==> config.mk <==
export PLATFORM = sky130hd
export DESIGN_NAME = five_bit_text_packer_top
export DESIGN_NICKNAME = d
export VERILOG_FILES = /design/src/hdl/ftp_pkg.sv /design/src/hdl/ftp_pack.sv /design/src/hdl/ftp_queue.sv /design/src/hdl/five_bit_text_packer_top.sv
export SDC_FILE = /design/constraint.sdc
export NUM_CORES = 1
export LEC_CHECK = 0
export BUFFER_PORTS_ARGS = -buffer_cell sky130_fd_sc_hd__clkbuf_2
export CAP_MARGIN = 20
export CORE_UTILIZATION = 35
export CTS_BUF_LIST = sky130_fd_sc_hd__clkbuf_8
export CTS_CLUSTER_DIAMETER = 80
export DETAILED_ROUTE_END_ITERATION = 10
export SYNTH_ARGS = -nofsm -noshare
export SYNTH_HDL_FRONTEND = slang
export SYNTH_SLANG_ARGS = --single-unit
==> constraint.sdc <==
create_clock -name clk -period 6.54 [get_ports clk]
set_input_delay 0.981 -clock clk [delete_from_list [all_inputs] [get_ports clk]]
set_output_delay 0.981 -clock clk [all_outputs]
set_load 0.02 [all_outputs]
==> src/hdl/ftp_pkg.sv <==
package ftp_pkg;

	localparam int unsigned CHAR_W  = 8;
	localparam int unsigned CODE_W  = 5;
	localparam int unsigned BYTE_W  = 8;
	localparam int unsigned PEND_W  = 7;
	localparam int unsigned CNT_W   = 3;
	localparam int unsigned ACC_W   = PEND_W + CODE_W;

	// output queue sizing
	localparam int unsigned QDEPTH  = 4;
	localparam int unsigned QPTR_W  = $clog2(QDEPTH);
	localparam int unsigned QCNT_W  = $clog2(QDEPTH + 1);

	// characters with dedicated codes
	localparam logic [CHAR_W-1:0] CH_SPACE  = 8'h20;
	localparam logic [CHAR_W-1:0] CH_COMMA  = 8'h2C;
	localparam logic [CHAR_W-1:0] CH_SEMI   = 8'h3B;
	localparam logic [CHAR_W-1:0] CH_PERIOD = 8'h2E;
	localparam logic [CHAR_W-1:0] CH_COLON  = 8'h3A;

	localparam logic [CODE_W-1:0] CODE_SPACE  = 5'd26;
	localparam logic [CODE_W-1:0] CODE_COMMA  = 5'd27;
	localparam logic [CODE_W-1:0] CODE_SEMI   = 5'd28;
	localparam logic [CODE_W-1:0] CODE_PERIOD = 5'd29;
	localparam logic [CODE_W-1:0] CODE_COLON  = 5'd30;
	localparam logic [CHAR_W-1:0] LETTER_BASE = 8'd65;

	typedef struct packed {
		logic [BYTE_W-1:0] data;
		logic              last;
	} qentry_t;

	// bytes produced by one character, entry 0 goes out first
	typedef struct packed {
		logic [1:0] n;
		qentry_t    e0;
		qentry_t    e1;
	} push_t;

	function automatic logic [CODE_W-1:0] map_char(input logic [CHAR_W-1:0] c);
		logic [CHAR_W-1:0] diff;
		begin
			diff = c - LETTER_BASE;
			case (c)
				CH_SPACE:  map_char = CODE_SPACE;
				CH_COMMA:  map_char = CODE_COMMA;
				CH_SEMI:   map_char = CODE_SEMI;
				CH_PERIOD: map_char = CODE_PERIOD;
				CH_COLON:  map_char = CODE_COLON;
				default:   map_char = diff[CODE_W-1:0];
			endcase
		end
	endfunction

endpackage

==> src/hdl/ftp_pack.sv <==
module ftp_pack (
	input  logic                         clk,
	input  logic                         arst_n,
	input  logic                         s_axis_tvalid,
	output logic                         s_axis_tready,
	input  logic [ftp_pkg::CHAR_W-1:0]   s_axis_tdata,
	input  logic                         s_axis_tlast,
	input  logic [ftp_pkg::QCNT_W-1:0]   q_count,
	output ftp_pkg::push_t               push
);

	logic                        valid_s1;
	logic [ftp_pkg::CODE_W-1:0]  code_s1;
	logic                        last_s1;
	logic [ftp_pkg::PEND_W-1:0]  bits_q;
	logic [ftp_pkg::CNT_W-1:0]   cnt_q;

	logic [ftp_pkg::ACC_W-1:0]   acc;
	logic                        full;
	logic [ftp_pkg::ACC_W-1:0]   rem;
	logic [ftp_pkg::CNT_W-1:0]   rem_cnt;
	logic                        pad;
	logic [ftp_pkg::QCNT_W:0]    level;

	// shift the new code in above the pending bits
	always_comb begin
		acc = {{ftp_pkg::CODE_W{1'b0}}, bits_q}
			| ({{ftp_pkg::PEND_W{1'b0}}, code_s1} << cnt_q);
		// a byte completes once three or more bits were pending
		full = (cnt_q >= 3'd3);
		if (full) begin
			rem     = acc >> ftp_pkg::BYTE_W;
			rem_cnt = cnt_q - 3'd3;
		end else begin
			rem     = acc;
			rem_cnt = cnt_q + 3'd5;
		end
		pad = last_s1 && (rem_cnt != 3'd0);
	end

	// results of the character in s1
	always_comb begin
		push = '0;
		if (valid_s1) begin
			if (full) begin
				push.n       = pad ? 2'd2 : 2'd1;
				push.e0.data = acc[ftp_pkg::BYTE_W-1:0];
				push.e0.last = last_s1 && !pad;
				push.e1.data = rem[ftp_pkg::BYTE_W-1:0];
				push.e1.last = 1'b1;
			end else if (pad) begin
				push.n       = 2'd1;
				push.e0.data = rem[ftp_pkg::BYTE_W-1:0];
				push.e0.last = 1'b1;
			end
		end
	end

	// room for both the s1 results and a worst case new character
	assign level = {1'b0, q_count} + {{(ftp_pkg::QCNT_W - 1){1'b0}}, push.n};
	assign s_axis_tready = (level <= (ftp_pkg::QCNT_W + 1)'(ftp_pkg::QDEPTH - 2));

	// input stage
	always_ff @(posedge clk or negedge arst_n) begin
		if (!arst_n) begin
			valid_s1 <= 1'b0;
		end else begin
			valid_s1 <= s_axis_tvalid && s_axis_tready;
		end
	end

	always_ff @(posedge clk) begin
		if (s_axis_tvalid && s_axis_tready) begin
			code_s1 <= ftp_pkg::map_char(s_axis_tdata);
			last_s1 <= s_axis_tlast;
		end
	end

	// pending bit accumulator
	always_ff @(posedge clk or negedge arst_n) begin
		if (!arst_n) begin
			bits_q <= '0;
			cnt_q  <= '0;
		end else if (valid_s1) begin
			if (last_s1) begin
				bits_q <= '0;
				cnt_q  <= '0;
			end else begin
				bits_q <= rem[ftp_pkg::PEND_W-1:0];
				cnt_q  <= rem_cnt;
			end
		end
	end

	// a last character leaves nothing pending
	a_last_clears: assert property (@(posedge clk) disable iff (!arst_n)
		valid_s1 && last_s1 |=> cnt_q == 3'd0 && bits_q == '0)
		else $error("pending bits survive a last character");

	// pending bits above the count stay zero
	a_bits_clean: assert property (@(posedge clk) disable iff (!arst_n)
		(bits_q >> cnt_q) == '0)
		else $error("stray pending bits above count");

endmodule

==> src/hdl/ftp_queue.sv <==
module ftp_queue (
	input  logic                         clk,
	input  logic                         arst_n,
	input  ftp_pkg::push_t               push,
	output logic [ftp_pkg::QCNT_W-1:0]   q_count,
	output logic                         m_axis_tvalid,
	input  logic                         m_axis_tready,
	output logic [ftp_pkg::BYTE_W-1:0]   m_axis_tdata,
	output logic                         m_axis_tlast
);

	ftp_pkg::qentry_t              mem_q [ftp_pkg::QDEPTH];
	logic [ftp_pkg::QPTR_W-1:0]    wr_ptr_q;
	logic [ftp_pkg::QPTR_W-1:0]    rd_ptr_q;
	logic [ftp_pkg::QCNT_W-1:0]    count_q;
	logic                          pop;
	logic [ftp_pkg::QPTR_W-1:0]    wr_ptr_nx;

	assign pop           = m_axis_tvalid && m_axis_tready;
	assign wr_ptr_nx     = wr_ptr_q + 1'b1;
	assign q_count       = count_q;
	assign m_axis_tvalid = (count_q != '0);
	assign m_axis_tdata  = mem_q[rd_ptr_q].data;
	assign m_axis_tlast  = mem_q[rd_ptr_q].last;

	// entry storage, up to two writes per cycle
	always_ff @(posedge clk) begin
		if (push.n != 2'd0) begin
			mem_q[wr_ptr_q] <= push.e0;
		end
		if (push.n == 2'd2) begin
			mem_q[wr_ptr_nx] <= push.e1;
		end
	end

	// pointers and fill level
	always_ff @(posedge clk or negedge arst_n) begin
		if (!arst_n) begin
			wr_ptr_q <= '0;
			rd_ptr_q <= '0;
			count_q  <= '0;
		end else begin
			wr_ptr_q <= wr_ptr_q + ftp_pkg::QPTR_W'(push.n);
			if (pop) begin
				rd_ptr_q <= rd_ptr_q + 1'b1;
			end
			count_q <= count_q + ftp_pkg::QCNT_W'(push.n) - ftp_pkg::QCNT_W'(pop);
		end
	end

	a_no_overflow: assert property (@(posedge clk) disable iff (!arst_n)
		({1'b0, count_q} + {{(ftp_pkg::QCNT_W - 1){1'b0}}, push.n})
			<= (ftp_pkg::QCNT_W + 1)'(ftp_pkg::QDEPTH))
		else $error("output queue overflow");

	a_ptr_track: assert property (@(posedge clk) disable iff (!arst_n)
		(wr_ptr_q - rd_ptr_q) == count_q[ftp_pkg::QPTR_W-1:0])
		else $error("queue pointers disagree with count");

endmodule

==> src/hdl/five_bit_text_packer_top.sv <==
// channel  | dir | tdata            | tlast
// s_axis   | in  | [7:0] in_char    | is_last
// m_axis   | out | [7:0] out_byte   | last_byte
//
// one character is accepted per cycle while s_axis_tready is high;
// its bytes pass the input register and then the four-entry output queue
// a character yields zero, one or two bytes; a padded final byte follows
// the full one on the next output transfer
// s_axis_tready drops when the queue could not take a worst case character
// arst_n clears the pending bits, the input stage and the queue
module five_bit_text_packer_top (
	input  logic        clk,
	input  logic        arst_n,
	input  logic        s_axis_tvalid,
	output logic        s_axis_tready,
	input  logic [7:0]  s_axis_tdata,   // [7:0] in_char
	input  logic        s_axis_tlast,
	output logic        m_axis_tvalid,
	input  logic        m_axis_tready,
	output logic [7:0]  m_axis_tdata,   // [7:0] out_byte
	output logic        m_axis_tlast
);

	ftp_pkg::push_t                push;
	logic [ftp_pkg::QCNT_W-1:0]    q_count;

	// character mapping and bit packing
	ftp_pack u_pack (
		.clk           (clk),
		.arst_n        (arst_n),
		.s_axis_tvalid (s_axis_tvalid),
		.s_axis_tready (s_axis_tready),
		.s_axis_tdata  (s_axis_tdata),
		.s_axis_tlast  (s_axis_tlast),
		.q_count       (q_count),
		.push          (push)
	);

	// output byte queue
	ftp_queue u_queue (
		.clk           (clk),
		.arst_n        (arst_n),
		.push          (push),
		.q_count       (q_count),
		.m_axis_tvalid (m_axis_tvalid),
		.m_axis_tready (m_axis_tready),
		.m_axis_tdata  (m_axis_tdata),
		.m_axis_tlast  (m_axis_tlast)
	);

endmodule
Word level (Yosys, flattened, before mapping)
Memory sizes are Yosys's and may differ from the RTL's.
Cells that the tools add are included.
- eq/ne operators: 6
- $lt $le $gt $ge: 2
- shift operators: 1
- reductions and logical operators: 8
- bitwise operators: 1
- $add $sub $neg: 9
- multiplexer cells: 14
- operators by type and width (operator ; count):
    $eq A8 B6 Y1 const B ; 5
    $pmux W5 S5 ; 1
    $mux W20 ; 1
    $or A7 B12 Y12 ; 1
    $shl A5 B3 Y12 ; 1
    $mux W11 ; 1
    $mux W10 ; 1
    $mux W9 ; 1
    $mux W8 ; 1
    $mux W7 ; 1
    $mux W3 ; 2
    $reduce_bool A3 Y1 ; 2
    $sub A5 B1 Y5 const B ; 1
    $add A2 B1 Y2 const B ; 2
    $add A3 B2 Y4 ; 1
    $le A4 B2 Y1 const B ; 1
    $logic_and A1 B1 Y1 ; 4
    $mux W1 ; 4
    $add A3 B2 Y3 ; 1
    $add A3 B3 Y3 const B ; 1
    $ge A3 B2 Y1 const B ; 1
    $sub A3 B1 Y3 ; 1
    $sub A3 B2 Y3 const B ; 1
    $add A2 B2 Y2 ; 1
    other kinds (4) ; 4
- input port bits: 13
- RAM bits: 36
- bits in registers: 24
- memories: 1
- memory list (memory ; words ; width ; read ports ; clocked after Yosys merged registers in ; wr ports ; RTL line ; source):
    u_queue.mem_q ; 4 ; 9 ; 1 ; 0 ; 2 ; ftp_queue.sv:12 ; ftp_pkg::qentry_t mem_q [ftp_pkg::QDEPTH];

Logic depth before layout (Yosys ltp)
Gate-level depths: netlist of the first run.
- depth in word-level cells: 11
- mapped depth: 13
- gate-level depth less buffers: 12

By module
From an unflattened synthesis of the first run, not the netlist that was laid out.
- cell total of the unflattened synthesis: 270
- area total of the unflattened synthesis: 3584.7 µm²
- modules (own cells, without submodules) (module ; area an instance (µm²) ; instances ; cells each ; seq. area each (µm²)):
    ftp_queue ; 2164.6 ; 1 ; 126 ; 1256.2
    ftp_pack ; 1420.1 ; 1 ; 144 ; 455.4

Worst setup path after synthesis of the first run
Ideal clock, no wire load.
- path type: register -> output
- start: register u_pack.cnt_q[2] in the netlist's numbering
- end: output s_axis_tready
- setup slack: 2246 ps
- cell stages (with the launch flop): 13
- data required time: 5559 ps
- data arrival time: 3313 ps
- cells stage by stage: dfrtp_1 > buf_2 > inv_1 > ha_1 > a211oi_4 > inv_2 > ha_1 > clkbuf_1 > and2_1 > ha_1 > fa_1 > or2_2 > a22oi_1
- cells in the longest elaborated chain, start to end: 9
- elaborated cells on any way between the ends: 12
- RTL lines (item ; RTL line ; source):
    start: declaration ; ftp_pack.sv:16 ; logic [ftp_pkg::CNT_W-1:0] cnt_q;
    start signal: assignment ; ftp_pack.sv:90 ; cnt_q <= rem_cnt;
    $add A3 B3 Y3 (tied with other cells) ; ftp_pack.sv:36 ; rem_cnt = cnt_q + 3'd5;
    $mux W3 ; ftp_pack.sv:31 ; if (full) begin
    $reduce_bool A3 Y1 ; ftp_pack.sv:38 ; pad = last_s1 && (rem_cnt != 3'd0);
    $logic_and A1 B1 Y1 ; ftp_pack.sv:38 ;
    $mux W10 / $mux W2 (equally long branches) ; ftp_pack.sv:51, ftp_pack.sv:46 ;
    $mux W11 * ; ftp_pack.sv:45 ; if (full) begin
    $mux W20 * ; ftp_pack.sv:44 ; if (valid_s1) begin
    $add A3 B2 Y4 * ; ftp_pack.sv:60 ; assign level = {1'b0, q_count} + {{(ftp_pkg::QCNT_W - 1){1'b0}}, push.n};
    $le A4 B2 Y1 * ; ftp_pack.sv:61 ; assign s_axis_tready = (level <= (ftp_pkg::QCNT_W + 1)'(ftp_pkg::QDEPTH - 2));
    end: declaration ; five_bit_text_packer_top.sv:15 ; output logic s_axis_tready,
Every way passes the cells marked *; elsewhere a longest branch is shown, timed or not.

Final worst setup path of the first run
Ends and elaborated chain as after synthesis.

==> results of run 1 <==
[final timing paths]
kind / from / end
min in group asynchronous: arst_n / u_queue.q_count[2]$_DFF_PN0_
worst max register to register: u_pack.cnt_q[2]$_DFFE_PN0P_ / u_pack.last_s1$_DFFE_PP_
max in group asynchronous: arst_n / u_pack.bits_q[3]$_DFFE_PN0P_
worst min-delay path: u_pack.bits_q[0]$_DFFE_PN0P_ / u_pack.bits_q[0]$_DFFE_PN0P_
worst min register to register: u_pack.bits_q[0]$_DFFE_PN0P_ / u_pack.bits_q[0]$_DFFE_PN0P_
worst max-delay path: u_pack.cnt_q[2]$_DFFE_PN0P_ / s_axis_tready
[stage by stage]
step / area [um^2] / hold slack (ns) / setup slack (ns)
3_3_place_gp: 3620 / 0.480 / 2.04
4_1_cts: 3810 / 0.511 / 1.59
6_report: 3810 / 0.505 / 1.60
2_1_floorplan: 3430 / 0.459 / 2.25
3_5_place_dp: 3620 / 0.489 / 1.96
5_1_grt: 3810 / 0.534 / 1.28
[layout make-up]
type / count / area (um^2)
fillers: 919 / 5560
clock inverters: 7 / 60.1
inverters: 17 / 63.8
clock buffers: 9 / 124
multi-input cells: 209 / 1570
flip-flops and latches: 60 / 1710
repair buffers: 23 / 115
well taps: 129 / 161
[power by group]
| group | internal [mW] | switching (mW) | total [mW] |
|---|---|---|---|
| logic | 0.305 | 0.380 | 0.685 |
| registers | 0.522 | 0.138 | 0.660 |
| clock network | 0.171 | 0.144 | 0.315 |
| total | 0.998 | 0.662 | 1.66 |
[critical path, cell delays in order, from the launching register on]
cell	delay [ns]
dfrtp_1	0.69
inv_1	0.21
ha_1	0.28
a211oi_4	0.36
inv_2	0.09
ha_1	0.42
and2_1	0.25
ha_1	0.22
fa_1	0.40
or2_2	0.28
a22oi_1	0.20
clkbuf_2	0.21
[logic make-up (layout without fill, tap and decap cells)]
group / Yosys count / in the layout / synth area share, %
buffers and inverters: 32 / 56 / 4.34
adder cells (fa/ha/maj): 16 / 16 / 6.27
multiplexers: 27 / 27 / 11.7
flip-flops: 60 / 60 / 49.9
AND/OR/NAND/NOR: 103 / 103 / 14.9
AO/OA/AOI/OAI: 53 / 53 / 10.3
XOR/XNOR: 10 / 10 / 2.55
[layout by cell type, fill, tap and decap left out, types with 9 or more instances in the layout]
| master | n |
|---|---|
| mux4_2 | 10 |
| inv_1 | 17 |
| dfrtp_1 | 18 |
| clkbuf_2 | 23 |
| a21oi_1 | 10 |
| o21ai_0 | 11 |
| nand3_1 | 11 |
| nand2_1 | 25 |
| nor2_1 | 26 |
| clkbuf_8 | 9 |
| ha_1 | 14 |
| edfxtp_1 | 42 |
| mux2i_1 | 12 |
[state kept, by name, indices dropped and copies added, names as in the netlist]
signal and flops:
u_pack.bits_q 7, u_pack.cnt_q 3, u_pack.code_s1 5, u_pack.last_s1 1, u_pack.valid_s1 1, u_queue.mem_q 36
u_queue.q_count 3, u_queue.rd_ptr_q 2, u_queue.wr_ptr_q 2
[metal layers]
layer / vias to the layer above / routed length, um
met5: - / 0
met4: 0 / 87
met3: 8 / 246
met2: 47 / 3240
met1: 1121 / 3180
li1: 1138 / -
==> impl_metrics.json, run 1 <==
{
  "outcome": "finished, final reports clean",
  "drive_gt1_share_pct": 18.5,
  "clock-root-buffer": "clkbuf_8",
  "clk_latency_ns": 0.34,
  "ys_warn_count": 0,
  "worstRegToRegCells": 11,
  "synthArstFlopShare_pct": 30.0,
  "criticalPathCategory": "flop to primary output",
  "power.density_nw_per_um2": 436,
  "synth_edf_count": 42,
  "h-tree-depth": 3,
  "worst_slew_pin_slew_ns": 1.03,
  "grt_util_met1_pct": 19.1,
  "yosysSeqAreaShare_pct": 49.9,
  "drc_errors": 0,
  "first_iter_violations": 118,
  "cts_buffers": 9,
  "worstHoldPathCells": 2,
  "io_buffer_count": 23,
  "routabilityCongestion": 0.784,
  "die_w_um": 101,
  "netlist_top_cells_count": "edfxtp_1 (42), nor2_1 (26), nand2_1 (25)",
  "p_leak_nw": 1.51,
  "rows": 35,
  "clock-sinks": 60,
  "fp.dieArea_um2": 10200,
  "grt.busiest_layer": "met2",
  "synth_area_leaders": "edfxtp_1 (37%), dfrtp_1 (13%), mux4_2 (6.6%)",
  "core_region_area_um2": 9370,
  "fin_nets": 349,
  "fin_crit_sh_pct": 75.5,
  "initial_utilization_pct": 36.6,
  "skew_ns": 0.0124,
  "diodes": 0,
  "hp-class": "flop to flop",
  "synth_area_leader_cell": "edfxtp_1",
  "grt_pass1_vias": 2254,
  "path_max_fanout": 16,
  "cap_violations": 0,
  "setup_violations": 0,
  "total_power_mw": 1.66,
  "final_max_slew_viol_count": 0,
  "area_delta_synth_final_pct": 10.9,
  "cts_tree": "yes",
  "max-clock-path-buffers": 2,
  "synth_area_per_cell_um2": 11.4,
  "hold_viol_final": 0,
  "start_kind": "flop",
  "rsz0062_at_grt": "no",
  "pin_count": 24,
  "reg2reg_slack_ns": 2.47,
  "finalCriticalPeriod_ns": 4.94,
  "ys_types": 51,
  "grt_max_degree": 21,
  "grt_pass1_wl_um": 11300,
  "crit_required_ns": 5.56,
  "netlist_instances": 301,
  "dp.cells": 438,
  "ys.flop_type": "edfxtp_1",
  "final_core_util_pct": 40.6,
  "timing.slew.headroom_pct": 31.4,
  "yosysTopAreaCellShare_pct": 36.7,
  "setup_tns_ns": 0,
  "cts.hold.buffers_added": 0,
  "fmax_mhz": 202,
  "antenna_left": 0,
  "grt_antenna_before_repair": 0,
  "postRouteWirelength_um": 6750,
  "stdcell_count": 454,
  "cp-end-kind": "primary output",
  "dr_total_vias": 2314,
  "post_cts_resized": 0,
  "die_h_um": 101,
  "grt_usage_pct": 14.4,
  "hpwl_um": 4960,
  "syn-num-nets": 330,
  "drt-pass1-iter-count": 4,
  "arrival_ns": 3.96,
  "grt_use_met3_pct": 2.84,
  "syn_area_um2": 3430,
  "max-vdd-ir-drop_mv": 0.129,
  "yosysMostFrequentCell": "edfxtp_1",
  "path_clk_slew_ns": 0.07,
  "grt_overflow": 0,
  "synth-seq-cells": 60,
  "viasPerCell": 5.10,
  "postCtsSetupBuffers": 0,
  "use_met2_pct": 23.2,
  "wl_per_cell_um": 14.9
}
Power figures use the tool's default switching activity.
==> run 2, diff against run 1 <==
Clock period 6.54 ns to 4.3 ns, I/O delays scaled along.
==> run 2 against run 1 <==
  * Combinational power up 65%
  * Routed wire length up 1.1%
  * Non-clock buffer count up 6
  * Final cell count up 1.1%
  * Critical path depth unchanged
  * Setup slack worse by 1.4 ns
  * Global-route usage up 0.51 points
  * Register-to-register slack worse by 1.7 ns
  * Highest routed layer unchanged
==> impl_metrics.json, run 2 (same netlist as run 1, synthesis figures left out) <==
{
  "multi_input_area_um2": 1570,
  "drive_gt1_share_pct": 20.0,
  "grt_antenna_before_repair": 0,
  "clock-root-buffer": "clkbuf_8",
  "grt_pass1_vias": 2241,
  "p_leak_nw": 1.55,
  "path_max_fanout": 10,
  "drc_errors": 0,
  "worst_slew_pin_slew_ns": 0.864,
  "arrival_ns": 3.41,
  "skew_ns": 0.00514,
  "largest_reg_flops": 36,
  "pwr-share-clk_pct": 20.7,
  "criticalPathCategory": "flop to primary output",
  "grt_pass1_wl_um": 11300,
  "routabilityCongestion": 0.829,
  "cellInternalPower_mw": 1.60,
  "crit_required_ns": 3.65,
  "grt_overflow": 0,
  "cap_violations": 0,
  "finalCriticalPeriod_ns": 4.05,
  "nFillCells": 896,
  "cts_tree": "yes",
  "postCtsSetupBuffers": 0,
  "timing.slew.headroom_pct": 42.2,
  "viasPerCell": 5.13,
  "max-vdd-ir-drop_mv": 0.219,
  "outcome": "finished, final reports clean",
  "rows": 35,
  "diodes": 0,
  "cp-end-kind": "primary output",
  "largest-register": "u_queue.mem_q",
  "reg2reg_to": "u_pack.code_s1[0]$_DFFE_PP_",
  "swShare_pct": 38.9,
  "initial_utilization_pct": 36.6,
  "fin_nets": 355,
  "reg2reg_slack_ns": 0.79,
  "drt-pass1-iter-count": 4,
  "hp-class": "input pin to async pin",
  "fmax_mhz": 247,
  "path_clk_slew_ns": 0.07,
  "fin_crit_sh_pct": 94.3,
  "final_core_util_pct": 41.3,
  "pin_count": 24,
  "hold_viol_final": 0,
  "core_region_area_um2": 9370,
  "ff_latch_area_um2": 1710,
  "reg2reg_from": "u_pack.cnt_q[0]$_DFFE_PN0P_",
  "post_cts_resized": 0,
  "wl_per_cell_um": 14.9,
  "p_seq_share_pct": 36.2,
  "setup_violations": 0,
  "hpwl_um": 5010,
  "first_iter_violations": 188,
  "max-clock-path-buffers": 2,
  "setup_tns_ns": 0,
  "h-tree-depth": 3,
  "grt_max_degree": 21,
  "layout_common_cells": "edfxtp_1 (42), nor2_1 (26), nand2_1 (25)",
  "rsz0062_at_grt": "no",
  "power_switching_mw": 1.02,
  "largestRegisters": "u_queue.mem_q (36), u_pack.bits_q (7), u_pack.code_s1 (5)",
  "clk_latency_ns": 0.34,
  "grt_usage_pct": 14.9,
  "die_w_um": 101,
  "power_frac_comb_pct": 43.2,
  "final_max_slew_viol_count": 0,
  "fp.dieArea_um2": 10200,
  "cts_buffers": 9,
  "antenna_left": 0,
  "final_common_cell": "edfxtp_1",
  "cts.hold.buffers_added": 0,
  "start_kind": "flop",
  "postRouteWirelength_um": 6830,
  "die_h_um": 101,
  "dr_total_vias": 2353,
  "io_buffer_count": 23,
  "area_delta_synth_final_pct": 12.9,
  "worstRegToRegCells": 11,
  "power.density_nw_per_um2": 677,
  "clock-sinks": 60
}
-- run 2: critical path: stages, from the launching register on --
cell	delay, ns
dfrtp_1	0.38
ha_1	0.22
ha_1	0.21
a211oi_4	0.18
inv_2	0.08
ha_1	0.41
and2_1	0.24
ha_1	0.22
fa_1	0.40
or2_2	0.28
a22oi_1	0.22
clkbuf_2	0.22
-- run 2: worst max-delay path by stage --
stage                                     start                           to  cells past startpoint
floorplan           u_pack.cnt_q[2]$_DFFE_PN0P_  u_pack.code_s1[0]$_DFFE_PP_                     13
CTS                 u_pack.cnt_q[0]$_DFFE_PN0P_                s_axis_tready                     11
global route        u_pack.cnt_q[0]$_DFFE_PN0P_                s_axis_tready                     11
global placement    u_pack.cnt_q[0]$_DFFE_PN0P_                s_axis_tready                     11
detailed placement  u_pack.cnt_q[0]$_DFFE_PN0P_                s_axis_tready                     11
finish              u_pack.cnt_q[0]$_DFFE_PN0P_                s_axis_tready                     11
-- run 2: cell type report --
type,count,area share (%)
Multi-Input combinational cell,209,40.6
Clock inverter,6,2.10
Clock buffer,9,3.20
Tap cell,129,4.17
Sequential cell,60,44.2
Timing Repair Buffer,29,4.13
Inverter,17,1.65
-- run 2: stage by stage --
| step | hold slack (ns) | cells | worst slack [ns] | total power, mW | cell area, um^2 |
|---|---|---|---|---|---|
| after detailed placement | 0.484 | 444 | 0.585 | 2.10 | 3670 |
| final | 0.247 | 459 | 0.246 | 2.62 | 3870 |
| after CTS | 0.258 | 459 | 0.196 | 2.64 | 3870 |
| after global placement | 0.488 | 444 | 0.631 | 2.08 | 3670 |
| after global routing | 0.273 | 459 | 0.0108 | 2.82 | 3870 |
| after floorplan | 0.349 | 301 | 0.331 | 1.82 | 3430 |
-- run 2: power groups by stage --
stage	registers, mW	logic [mW]	clock network (mW)
floorplan	0.869	0.954	0
global placement	0.958	1.12	0
detailed placement	0.964	1.13	0
CTS	0.952	1.14	0.550
global route	0.977	1.26	0.578
finish	0.949	1.13	0.542
-- run 2: routing by layer --
layer	track usage, %	routed length (um)	vias to the layer above	part of all wire, %
met5	0	0	-	0
met4	7.25	155	0	2.3
met3	3.61	297	14	4.4
met2	23.7	3170	65	46
met1	19.1	3200	1121	47
li1	-	-	1153	-
